`src/rtl/core/mbd5_pkg.sv`:
```
// ----------------------------------------------------------------------------
// mbd5_pkg: shared types and constants of the degree-5 multibrot unit
// Holds the controller states, the multiply step codes, the command and status
// structs that join the controller and the datapath, and the register indexes.
// ----------------------------------------------------------------------------
package mbd5_pkg;

  localparam int COORD_WIDTH_DEF = 32;
  localparam int FRAC_BITS_DEF   = 28;
  localparam int LIMIT_FRAC      = 24;
  localparam int LIMIT_W         = 32;
  localparam int COUNT_W         = 16;
  localparam int CFG_INDEX_W     = 1;
  localparam int CFG_DATA_W      = 32;

  localparam logic [CFG_INDEX_W-1:0] REG_ESCAPE_LIMIT = 1'd0;
  localparam logic [CFG_INDEX_W-1:0] REG_ITER_CAP     = 1'd1;

  localparam logic [LIMIT_W-1:0] ESCAPE_LIMIT_RST = 32'd67108864;
  localparam logic [COUNT_W-1:0] ITER_CAP_RST     = 16'd256;

  typedef enum logic [2:0] {
    ST_IDLE,
    ST_CHECK,
    ST_MUL,
    ST_DRAIN,
    ST_COMB,
    ST_UPD,
    ST_DONE
  } ctrl_state_t;

  // Issue order keeps every operand at least two steps ahead of its use.
  typedef enum logic [3:0] {
    M_XX,
    M_YY,
    M_X3,
    M_Y3,
    M_X4,
    M_Y4,
    M_X5,
    M_Y5,
    M_T,
    M_U,
    M_V,
    M_W
  } mul_step_t;

  typedef struct packed {
    logic      start;
    logic      issue;
    mul_step_t step;
    logic      comb;
    logic      update;
    logic      load_out;
  } mbd5_cmd_t;

  typedef struct packed {
    logic cont;
  } mbd5_status_t;

endpackage

```
`src/rtl/core/multibrot_degree5_escape_count_unit.sv`:
```
// ----------------------------------------------------------------------------
// multibrot_degree5_escape_count_unit: escape-time counter for z -> z^5 + c
// A point makes N passes; one pass is twelve issues of the shared multiplier
// plus drain, combine, update and check. One point is in work at a time, so
// a request is taken only once the previous point is done; the finished count
// waits in an output register, so the next request is taken while the result
// is still unread.
// Reset (rst, synchronous, active high) sets escape_limit to 4.0, max_iterations
// to 256 and empties the output.
// ----------------------------------------------------------------------------
module multibrot_degree5_escape_count_unit #(
  parameter int COORD_WIDTH = mbd5_pkg::COORD_WIDTH_DEF,
  parameter int FRAC_BITS   = mbd5_pkg::FRAC_BITS_DEF
) (
  input  logic                             clk,
  input  logic                             rst,
  // Configuration writes: index 0 escape_limit, index 1 max_iterations.
  input  logic                             cfg_we,
  input  logic [mbd5_pkg::CFG_INDEX_W-1:0] cfg_index,
  input  logic [mbd5_pkg::CFG_DATA_W-1:0]  cfg_data,
  // Request stream: tdata holds c_re (lowest bits), then c_im, zero padded.
  input  logic                             s_tvalid,
  output logic                             s_tready,
  input  logic [((2*COORD_WIDTH+7)/8)*8-1:0] s_tdata,
  // Result stream: tdata holds iteration_count.
  output logic                             m_tvalid,
  input  logic                             m_tready,
  output logic [mbd5_pkg::COUNT_W-1:0]     m_tdata
);

  mbd5_pkg::mbd5_cmd_t    cmd;
  mbd5_pkg::mbd5_status_t status;

  // The controller sequences passes; the datapath holds all arithmetic state.
  mbd5_ctrl u_ctrl (
    .clk      (clk),
    .rst      (rst),
    .s_tvalid (s_tvalid),
    .s_tready (s_tready),
    .m_tvalid (m_tvalid),
    .m_tready (m_tready),
    .status   (status),
    .cmd      (cmd)
  );

  mbd5_datapath #(
    .COORD_WIDTH (COORD_WIDTH),
    .FRAC_BITS   (FRAC_BITS)
  ) u_datapath (
    .clk             (clk),
    .rst             (rst),
    .cfg_we          (cfg_we),
    .cfg_index       (cfg_index),
    .cfg_data        (cfg_data),
    .c_re            (s_tdata[COORD_WIDTH-1:0]),
    .c_im            (s_tdata[2*COORD_WIDTH-1:COORD_WIDTH]),
    .cmd             (cmd),
    .status          (status),
    .iteration_count (m_tdata)
  );

endmodule

```
`src/rtl/core/mbd5_ctrl.sv`:
```
// ----------------------------------------------------------------------------
// mbd5_ctrl: sequencer of the degree-5 multibrot unit
// Steps the shared multiplier through one pass and decides on further passes.
// ----------------------------------------------------------------------------
module mbd5_ctrl (
  input  logic                  clk,
  input  logic                  rst,
  input  logic                  s_tvalid,
  output logic                  s_tready,
  output logic                  m_tvalid,
  input  logic                  m_tready,
  input  mbd5_pkg::mbd5_status_t status,
  output mbd5_pkg::mbd5_cmd_t    cmd
);

  mbd5_pkg::ctrl_state_t state, state_next;
  mbd5_pkg::mul_step_t   step;

  always_ff @(posedge clk) begin
    if (rst) begin
      state    <= mbd5_pkg::ST_IDLE;
      step     <= mbd5_pkg::M_XX;
      m_tvalid <= 1'b0;
    end else begin
      state <= state_next;
      if (state == mbd5_pkg::ST_MUL) begin
        step <= mbd5_pkg::mul_step_t'(step + 4'd1);
      end else begin
        step <= mbd5_pkg::M_XX;
      end
      if (cmd.load_out) begin
        m_tvalid <= 1'b1;
      end else if (m_tready) begin
        m_tvalid <= 1'b0;
      end
    end
  end

  always_comb begin
    state_next   = state;
    cmd          = '0;
    cmd.step     = step;
    s_tready     = 1'b0;
    case (state)
      mbd5_pkg::ST_IDLE: begin
        s_tready = 1'b1;
        if (s_tvalid) begin
          cmd.start  = 1'b1;
          state_next = mbd5_pkg::ST_CHECK;
        end
      end
      mbd5_pkg::ST_CHECK: begin
        state_next = status.cont ? mbd5_pkg::ST_MUL : mbd5_pkg::ST_DONE;
      end
      mbd5_pkg::ST_MUL: begin
        cmd.issue = 1'b1;
        if (step == mbd5_pkg::M_W) begin
          state_next = mbd5_pkg::ST_DRAIN;
        end
      end
      mbd5_pkg::ST_DRAIN: begin
        state_next = mbd5_pkg::ST_COMB;
      end
      mbd5_pkg::ST_COMB: begin
        cmd.comb   = 1'b1;
        state_next = mbd5_pkg::ST_UPD;
      end
      mbd5_pkg::ST_UPD: begin
        cmd.update = 1'b1;
        state_next = mbd5_pkg::ST_CHECK;
      end
      mbd5_pkg::ST_DONE: begin
        if (!m_tvalid || m_tready) begin
          cmd.load_out = 1'b1;
          state_next   = mbd5_pkg::ST_IDLE;
        end
      end
      default: begin
        state_next = mbd5_pkg::ST_IDLE;
      end
    endcase
  end

  a_start_to_check: assert property (@(posedge clk) disable iff (rst)
    (s_tvalid && s_tready) |=> (state == mbd5_pkg::ST_CHECK))
    else $error("accepted request did not start a check");

  a_step_range: assert property (@(posedge clk) disable iff (rst)
    (state == mbd5_pkg::ST_MUL) |-> (step <= mbd5_pkg::M_W))
    else $error("multiply step out of range");

  a_done_release: assert property (@(posedge clk) disable iff (rst)
    cmd.load_out |=> (m_tvalid && state == mbd5_pkg::ST_IDLE))
    else $error("result load did not present a result");

endmodule

```
`src/rtl/core/mbd5_datapath.sv`:
```
// ----------------------------------------------------------------------------
// mbd5_datapath: arithmetic of the degree-5 multibrot unit
// One shared saturating fixed-point multiplier, the power and cross-term
// registers, the saturating combine, the magnitude check and the count.
// ----------------------------------------------------------------------------
module mbd5_datapath #(
  parameter int COORD_WIDTH = mbd5_pkg::COORD_WIDTH_DEF,
  parameter int FRAC_BITS   = mbd5_pkg::FRAC_BITS_DEF
) (
  input  logic                                clk,
  input  logic                                rst,
  input  logic                                cfg_we,
  input  logic [mbd5_pkg::CFG_INDEX_W-1:0]    cfg_index,
  input  logic [mbd5_pkg::CFG_DATA_W-1:0]     cfg_data,
  input  logic signed [COORD_WIDTH-1:0]       c_re,
  input  logic signed [COORD_WIDTH-1:0]       c_im,
  input  mbd5_pkg::mbd5_cmd_t                 cmd,
  output mbd5_pkg::mbd5_status_t              status,
  output logic [mbd5_pkg::COUNT_W-1:0]        iteration_count
);

  localparam int W   = COORD_WIDTH;
  localparam int PW  = 2 * W;
  localparam int LSH = 2 * FRAC_BITS - mbd5_pkg::LIMIT_FRAC;
  localparam int LW  = mbd5_pkg::LIMIT_W + LSH;
  localparam int RW  = ((PW + 1) > LW) ? (PW + 1) : LW;

  logic [mbd5_pkg::LIMIT_W-1:0] escape_limit;
  logic [mbd5_pkg::COUNT_W-1:0] max_iterations;
  logic [mbd5_pkg::COUNT_W-1:0] n;

  logic signed [W-1:0] cr, ci, x, y;
  logic signed [W-1:0] x2, x3, x4, x5, y2, y3, y4, y5, t, u, v, w;
  logic signed [W-1:0] re_part, im_part;
  logic [PW-1:0]       rx;
  logic [PW:0]         r;

  logic signed [W-1:0] op_a, op_b;
  logic [W-1:0]        mag_a, mag_b;
  logic [PW-1:0]       p;
  logic                neg;
  logic                wb_valid;
  mbd5_pkg::mul_step_t wb_step;

  logic [PW-1:0]       shifted;
  logic [W-1:0]        lim_mag, fm_mag;
  logic signed [W-1:0] fm;

  function automatic logic signed [W-1:0] sat(input logic signed [W+3:0] val);
    logic signed [W+3:0] hi_bound;
    logic signed [W+3:0] lo_bound;
    hi_bound = {5'b00000, {(W-1){1'b1}}};
    lo_bound = {5'b11111, {(W-1){1'b0}}};
    if (val > hi_bound) begin
      return hi_bound[W-1:0];
    end else if (val < lo_bound) begin
      return lo_bound[W-1:0];
    end
    return val[W-1:0];
  endfunction

  function automatic logic signed [W+3:0] ext(input logic signed [W-1:0] a);
    return {{4{a[W-1]}}, a};
  endfunction

  // Operand selection for the step being issued.
  always_comb begin
    case (cmd.step)
      mbd5_pkg::M_XX: begin op_a = x;  op_b = x; end
      mbd5_pkg::M_YY: begin op_a = y;  op_b = y; end
      mbd5_pkg::M_X3: begin op_a = x2; op_b = x; end
      mbd5_pkg::M_Y3: begin op_a = y2; op_b = y; end
      mbd5_pkg::M_X4: begin op_a = x3; op_b = x; end
      mbd5_pkg::M_Y4: begin op_a = y3; op_b = y; end
      mbd5_pkg::M_X5: begin op_a = x4; op_b = x; end
      mbd5_pkg::M_Y5: begin op_a = y4; op_b = y; end
      mbd5_pkg::M_T:  begin op_a = x3; op_b = y2; end
      mbd5_pkg::M_U:  begin op_a = x;  op_b = y4; end
      mbd5_pkg::M_V:  begin op_a = x4; op_b = y; end
      mbd5_pkg::M_W:  begin op_a = x2; op_b = y3; end
      default:        begin op_a = x;  op_b = x; end
    endcase
  end

  assign mag_a = op_a[W-1] ? (~op_a + 1'b1) : op_a;
  assign mag_b = op_b[W-1] ? (~op_b + 1'b1) : op_b;

  // Post-processing of the registered product: truncate, saturate, resign.
  assign shifted = p >> FRAC_BITS;
  assign lim_mag = {1'b0, {(W-1){1'b1}}} + {{(W-1){1'b0}}, neg};
  assign fm_mag  = (shifted > {{W{1'b0}}, lim_mag}) ? lim_mag : shifted[W-1:0];
  assign fm      = neg ? (~fm_mag + 1'b1) : fm_mag;

  // Combine terms of the new point.
  logic signed [W-1:0] re1, re2, im1, im2, t10, u5, v5, w10;
  always_comb begin
    t10 = sat((ext(t) <<< 3) + (ext(t) <<< 1));
    w10 = sat((ext(w) <<< 3) + (ext(w) <<< 1));
    u5  = sat((ext(u) <<< 2) + ext(u));
    v5  = sat((ext(v) <<< 2) + ext(v));
    re1 = sat(ext(x5) - ext(t10));
    re2 = sat(ext(re1) + ext(u5));
    im1 = sat(ext(v5) - ext(w10));
    im2 = sat(ext(im1) + ext(y5));
  end

  logic [RW-1:0] r_ext, lim_ext;
  assign r_ext   = RW'(r);
  assign lim_ext = RW'(escape_limit) << LSH;
  assign status.cont = (r_ext < lim_ext) && (n < max_iterations);

  always_ff @(posedge clk) begin
    if (rst) begin
      escape_limit   <= mbd5_pkg::ESCAPE_LIMIT_RST;
      max_iterations <= mbd5_pkg::ITER_CAP_RST;
      wb_valid       <= 1'b0;
    end else begin
      wb_valid <= cmd.issue;
      if (cfg_we) begin
        case (cfg_index)
          mbd5_pkg::REG_ESCAPE_LIMIT: escape_limit <= cfg_data;
          mbd5_pkg::REG_ITER_CAP:     max_iterations <= cfg_data[mbd5_pkg::COUNT_W-1:0];
          default: ;
        endcase
      end
    end
  end

  always_ff @(posedge clk) begin
    p       <= mag_a * mag_b;
    neg     <= op_a[W-1] ^ op_b[W-1];
    wb_step <= cmd.step;
    if (wb_valid) begin
      case (wb_step)
        mbd5_pkg::M_XX: begin x2 <= fm; rx <= p; end
        mbd5_pkg::M_YY: begin y2 <= fm; r <= {1'b0, rx} + {1'b0, p}; end
        mbd5_pkg::M_X3: x3 <= fm;
        mbd5_pkg::M_Y3: y3 <= fm;
        mbd5_pkg::M_X4: x4 <= fm;
        mbd5_pkg::M_Y4: y4 <= fm;
        mbd5_pkg::M_X5: x5 <= fm;
        mbd5_pkg::M_Y5: y5 <= fm;
        mbd5_pkg::M_T:  t  <= fm;
        mbd5_pkg::M_U:  u  <= fm;
        mbd5_pkg::M_V:  v  <= fm;
        mbd5_pkg::M_W:  w  <= fm;
        default: ;
      endcase
    end
    if (cmd.comb) begin
      re_part <= re2;
      im_part <= im2;
    end
    if (cmd.start) begin
      cr <= c_re;
      ci <= c_im;
      x  <= '0;
      y  <= '0;
      r  <= '0;
      n  <= '0;
    end else if (cmd.update) begin
      x <= sat(ext(re_part) + ext(cr));
      y <= sat(ext(im_part) + ext(ci));
      n <= n + 1'b1;
    end
    if (cmd.load_out) begin
      iteration_count <= n;
    end
  end

endmodule

```
`config.mk`:
```
export PLATFORM = sky130hd
export DESIGN_NAME = multibrot_degree5_escape_count_unit
export DESIGN_NICKNAME = d
export VERILOG_FILES = /design/src/rtl/core/mbd5_pkg.sv /design/src/rtl/core/multibrot_degree5_escape_count_unit.sv /design/src/rtl/core/mbd5_ctrl.sv /design/src/rtl/core/mbd5_datapath.sv
export SDC_FILE = /design/constraint.sdc
export NUM_CORES = 2
export LEC_CHECK = 0
export ABC_AREA = 1
export BUFFER_PORTS_ARGS = -buffer_cell sky130_fd_sc_hd__buf_2
export CAP_MARGIN = 5
export CORE_ASPECT_RATIO = 1.25
export CORE_MARGIN = 3
export CORE_UTILIZATION = 60
export CTS_CLUSTER_DIAMETER = 50
export CTS_CLUSTER_SIZE = 24
export DETAILED_ROUTE_END_ITERATION = 8
export HOLD_SLACK_MARGIN = 0.03
export PLACE_DENSITY = 0.76
export SLEW_MARGIN = 20
export SYNTH_ARGS = -nofsm -noshare
export SYNTH_HDL_FRONTEND = slang
export SYNTH_SLANG_ARGS = --single-unit
export TNS_END_PERCENT = 50
```
`constraint.sdc`:
```
create_clock -name clk -period 19.2 [get_ports clk]
set_input_delay 0.96 -clock clk [delete_from_list [all_inputs] [get_ports clk]]
set_output_delay 0.96 -clock clk [all_outputs]
set_load 0.1 [all_outputs]
```
After elaboration in Yosys (flattened, before gate mapping)
Index checks and enable logic that the tools add are counted.
{"block": "word_totals", "reg_bits": 863, "inputBits": 102, "word_cells": 210}
{"block": "op_classes", "reduce_logical": 26, "bitwise_logic": 6, "n_addsub": 17, "n_mux": 75, "multipliers": 1, "n_eq_ne": 31, "n_lt_le_gt_ge": 23}
{"operator": "32-bit 2-to-1 mux", "n": 34}
{"operator": "36-bit by 32-bit > comparator with 1-bit output, second input constant", "n": 10}
{"operator": "36-bit by 32-bit < comparator with 1-bit output, second input constant", "n": 10}
{"operator": "32-bit case mux with 7 select lines", "n": 1}
{"operator": "32-bit by 32-bit adder with 33-bit output", "n": 4}
{"operator": "32-bit case mux with 4 select lines", "n": 1}
{"operator": "32-bit by 1-bit adder with 32-bit output, second input constant", "n": 3}
{"operator": "32-bit NOT", "n": 3}
{"operator": "35-bit by 33-bit adder with 36-bit output", "n": 2}
{"operator": "34-bit by 32-bit adder with 35-bit output", "n": 2}
{"operator": "32-bit by 32-bit subtractor with 33-bit output", "n": 2}
{"operator": "64-bit by 64-bit adder with 65-bit output", "n": 1}
{"operator": "65-bit by 64-bit < comparator with 1-bit output", "n": 1}
{"operator": "32-bit by 32-bit multiplier with 64-bit output", "n": 1}
{"operator": "36-bit by 32-bit > comparator with 1-bit output", "n": 1}
{"operator": "1-bit 2-to-1 mux", "n": 34}
{"operator": "31-bit by 1-bit adder with 32-bit output, first input constant", "n": 1}
{"operator": "4-bit by 3-bit == test with 1-bit output, second input constant", "n": 8}
{"operator": "4-bit == test, second input constant", "n": 8}
{"operator": "2-bit AND reduction", "n": 14}
{"operator": "3-bit case mux with 7 select lines", "n": 1}
{"operator": "16-bit by 1-bit adder with 16-bit output, second input constant", "n": 1}
{"operator": "4-bit by 2-bit == test with 1-bit output, second input constant", "n": 4}
{"operator": "16-bit < comparator", "n": 1}
{"operator": "other kinds (19)", "n": 31}

Longest topological paths before layout
{"block": "logic_depth", "word_depth": 15, "depth_mapped": 52, "depth_no_buf": 50}

Cells and area by module
From an unflattened synthesis, not the netlist that was laid out.
{"block": "unflattened", "cells_unflattened": 11154, "area_unflattened_um2": 89280.6}
{"mod": "mbd5_datapath", "area_each_um2": 88869.0, "n_inst": 1, "seq_area_each_um2": 22401.5, "cells_per_inst": 11094}
{"mod": "mbd5_ctrl", "area_each_um2": 411.6, "n_inst": 1, "seq_area_each_um2": 160.2, "cells_per_inst": 60}

Worst setup path before layout
Ideal clock, no wire load.
{"block": "synth_timing", "path_type": "flip-flop to flip-flop", "from": "register u_ctrl.step[0]", "to": "register u_datapath.p[63]", "path_stages_with_launch": 48, "path_slack_ps": 10025, "period_less_slack_ps": 9175, "setup_time_ps": 120, "arrival_time_ps": 9056, "t_required_ps": 19080, "path_buffers": 4, "path_cell_list": "dfxtp_1 > ha_1 > clkbuf_1 > nand2_2 > o21ai_2 > nor2_2 > nand2_4 > buf_6 > nand2_1 > o22ai_4 > clkbuf_1 > ha_1 > inv_1 > nor2_2 > nand3_2 > nor2_2 > nor2_1 > nand2_1 > [12 not listed] > inv_1 > fa_1 > fa_1 > inv_1 > fa_1 > ha_1 > a21o_1 > a21oi_1 > o21ai_0 > nand2_1 > nand2_1 > nand2_1 > nand3_1 > a21o_1 > a21oi_1 > o21ai_0 > nand2_1 > nand2_1"}
{"block": "synth_between", "elab_chain_cells": 7}
{"element": "start, declared", "line": "mbd5_ctrl.sv:17", "text": "mbd5_pkg::mul_step_t step;"}
{"element": "start signal, assigned", "line": "mbd5_ctrl.sv:22", "text": "step <= mbd5_pkg::M_XX;"}
{"element": "start signal, assigned", "line": "mbd5_ctrl.sv:27", "text": "step <= mbd5_pkg::mul_step_t'(step + 4'd1);"}
{"element": "start signal, assigned", "line": "mbd5_ctrl.sv:29", "text": "step <= mbd5_pkg::M_XX;"}
{"element": "4-bit by 1-bit == test with 1-bit output, or another cell as far along", "line": "mbd5_datapath.sv:68", "text": "case (cmd.step)"}
{"element": "5-bit OR reduction (no source line) / 2-bit OR reduction (equally long branches)"}
{"element": "32-bit case mux with 4 select lines / 32-bit case mux with 7 select lines (equally long branches)", "line": "mbd5_datapath.sv:68"}
{"element": "32-bit NOT, on equally long branches", "line": "mbd5_datapath.sv:86, mbd5_datapath.sv:85"}
{"element": "32-bit by 1-bit adder with 32-bit output, on equally long branches", "line": "mbd5_datapath.sv:86, mbd5_datapath.sv:85"}
{"element": "32-bit 2-to-1 mux, on equally long branches", "line": "mbd5_datapath.sv:86, mbd5_datapath.sv:85"}
{"element": "32-bit by 32-bit multiplier with 64-bit output *", "line": "mbd5_datapath.sv:130", "text": "p <= mag_a * mag_b;"}
{"element": "end signal, assigned", "line": "mbd5_datapath.sv:130"}
{"element": "end, declared", "line": "mbd5_datapath.sv:40", "text": "logic [PW-1:0] p;"}
Every way passes the cells marked *; elsewhere a longest branch is shown, timed or not.
A chain may end at the register's enable or synchronous reset.

Final worst setup path
{"block": "layout_timing", "from": "register u_ctrl.step[0]", "to": "register u_datapath.p[48]"}
Same word-level chain as after synthesis.

==> out/qor.yml <==
power:
  cellPowerDensity_nw_per_um2: 160.1
  peakVddDrop_uv: 134.0
  p_leak_nw: 44.42
synthesis:
  async_flop_share_pct: 0
  synth-seq-cells: 831
  synth_compound_area_share_pct: 12.13
  synth_xor_area_share_pct: 3.707
  yosys-top-cells-area: "fa_1 20%, edfxtp_1 20%, ha_1 10%"
  synth_top_area_share_pct: 20.34
  synth-edff-count: 592
  yosysSeqAreaShare_pct: 25.30
  syn-cell-area_um2: 89180
  synthCells: 11100
  syn-num-nets: 12830
  yosys.area_share.simple_pct: 18.66
  synthTopCellsByCount: "2367 x nand2_1, 1859 x inv_1, 1009 x nor2_1"
  yosysTopAreaCell: "fa_1"
  yosys_warnings: 0
  yosysUniqueCellTypes: 71
  syn_avg_cell_area_um2: 8.036
  synthAdderAreaFrac_pct: 30.55
  synth_flop_cell: "edfxtp_1"
  synth_top_family_by_area: "adder cells"
  synth.most_common_cell: "nand2_1"
  synth_mux_area_share_pct: 0
worst_hold_path:
  hp-class: "input port to register"
  min-delay-start: "s_tdata[62]"
placement:
  port_buffers: 119
  gp_congestion: 1.052
  hpwl_mm: 244.0
  placed_cell_area_um2: 91730
timing:
  fin_crit_sh_pct: 64.91
  timing.final.crit_period_ps: 12460
  worstMarginPinSlew_ps: 1200
  fin_skew_ps: 83.03
  relSlewSlack_pct: 19.68
  drv_slew: 0
  fmax_mhz: 80.24
  hold_viol_final: 0
  setup_violations: 0
  grt_setup_unrepaired: "false"
  tns_ps: 0
critical_path:
  required_ps: 19790
  cp-start-kind: "register"
  crit_start: "u_ctrl.step[0]"
  cp_max_fo: 60
  cp_common_cell: "fa_1"
  reg2reg_from: "u_ctrl.step[0]"
  crit_path_end_kind: "register"
  arrival_ps: 13050
  path_buf_inv: 9
  path_class: "register to register"
  crit_path_max_incr_delay_ps: 640
  crit_family: "adder cells"
  slowest_stage: "ha_1"
global_route:
  antenna_found_initial: 17
  grt_pass1_wl_mm: 470.3
  grt_pass1_vias: 79070
  grt_max_degree: 89
  track_usage_pct: 40.99
  gr-total-overflow: 0
job:
  maxCapViolations: 0
detailed_routing:
  totalWireLength_mm: 315.4
  drc_errors: 0
  via_count: 79240
  avgRoutedWirePerCell_um: 24.12
  routed_via_density: 6.062
  dr.pass1.iters: 8
  first_iter_violations: 8250
  ant_nets: 0
layout:
  top_regs: "u_datapath.p (64), u_datapath.rx (64), u_datapath.r (33)"
  synthToLayoutAreaGrowth_pct: 6.219
  fin_nets: 12830
  layout-drive-gt1-share_pct: 4.948
  fin_area_um2: 94730
clock_network:
  numCtsBuffers: 81
  cts_root_buf: "clkbuf_16"
  ctsResizeCount: 0
  post_cts_buffers: 0
  cts_tree: "built"
  cts_sinks: 831
  htreeDepth: 3
  clk_latency_ps: 750
  clkTransAtPathRegs_ps: 80
  postCtsHoldBufs: 0
  cts_buffer_depth: 3
die:
  ios: 120
  chipWidth_um: 350.8
  start_util_pct: 60.62
  core_um2: 147100
  die_h_um: 437.0
  row_count: 157
  die_area_um2: 153300
status:
  status: "complete, no violations"
-- where the power goes --
part	switching (W)	leakage [nW]	internal, W
clock	0.000881	1.44	0.000890
sequential	0.000162	7.37	0.00245
combinational	0.00786	35.6	0.00292
-- through the flow --
step | setup WS, ps | hold slack (ps) | utilization [%] | instances | total power, W
finish | 6738 | 395.4 | 64.38 | 13070 | 0.01517
global route | 6206 | 362.8 | 64.37 | 13070 | 0.01591
CTS | 7018 | 344.8 | 64.37 | 13070 | 0.01483
detailed placement | 7085 | 387.0 | 62.34 | 12920 | 0.01299
global placement | 7215 | 374.2 | 62.34 | 12920 | 0.01288
floorplan | 10020 | 370.7 | - | 11100 | 0.008699
-- path summary, 6_finish.rpt --
path                            cells past startpoint                     to  slack (ps)
worst min-delay path                                1      u_datapath.ci[30]         400
worst min register to register                      0  u_datapath.wb_step[1]         410
worst max register to register                     40       u_datapath.p[48]        6740
worst max-delay path                               40       u_datapath.p[48]        6740
-- logic make-up (layout without fill, tap and decap cells) --
group                    after synthesis  after routing
adder cells (fa/ha/maj)             1634           1634
XOR/XNOR                             368            368
flip-flops                           831            831
buffers and inverters               2228           2287
AO/OA/AOI/OAI                       1939           1939
other                                  0              7
AND/OR/NAND/NOR                     4098           4098
-- per-layer routing --
metal	vias up	routed length [um]	part of all wire, %	track usage, %
met1	38040	110200	35	47.05
met3	1263	28720	9.1	8.992
met4	10	29860	9.5	31.68
met2	4182	146500	46	66.50
li1	35750	-	-	-
met5	-	66	0.021	0
-- placed cells by master (no fill, tap or decap), types with 10 or more instances in the layout --
cell type and count:
nand2_1 2367, inv_1 1856, nor2_1 992, fa_1 906, a21oi_1 883, ha_1 728
o21ai_0 605, edfxtp_1 592, nand3_1 435, dfxtp_1 238, xor2_1 184, xnor2_1 169
buf_2 119, buf_4 114, clkbuf_16 83, nor3_1 80, o22ai_1 76, nand4_1 66
a21o_1 58, a31oi_1 57, inv_2 44, nor4_1 40, o211ai_1 39, o21bai_1 39
o21a_1 38, nor2_2 30, nand3b_1 24, a21boi_0 24, a211oi_1 24, nand2_2 19
inv_12 13, nor2_4 12, a221oi_1 12, xor2_2 12, inv_8 12, o22ai_2 11
or2_2 10
-- area by class of cell --
type                            count  area, um^2
Sequential cell                   831       22560
Inverter                         1904        7148
Multi-Input combinational cell   8039       58180
Fill cell                       12840       52400
Tap cell                         1908        2387
Clock buffer                       89        2100
Antenna cell                        7       17.52
Timing Repair Buffer              233        1451
Clock inverter                     61       882.1
-- worst reg2reg max path: cells and delay by family, from the launching register on --
family,cells,cell delay (ps)
compound gates,8,1980
xor+xnor,1,170
fa+ha+maj,11,5540
buf+inv,9,1870
flops,1,410
simple gates,11,2390
(Power assumes the default switching activity.)
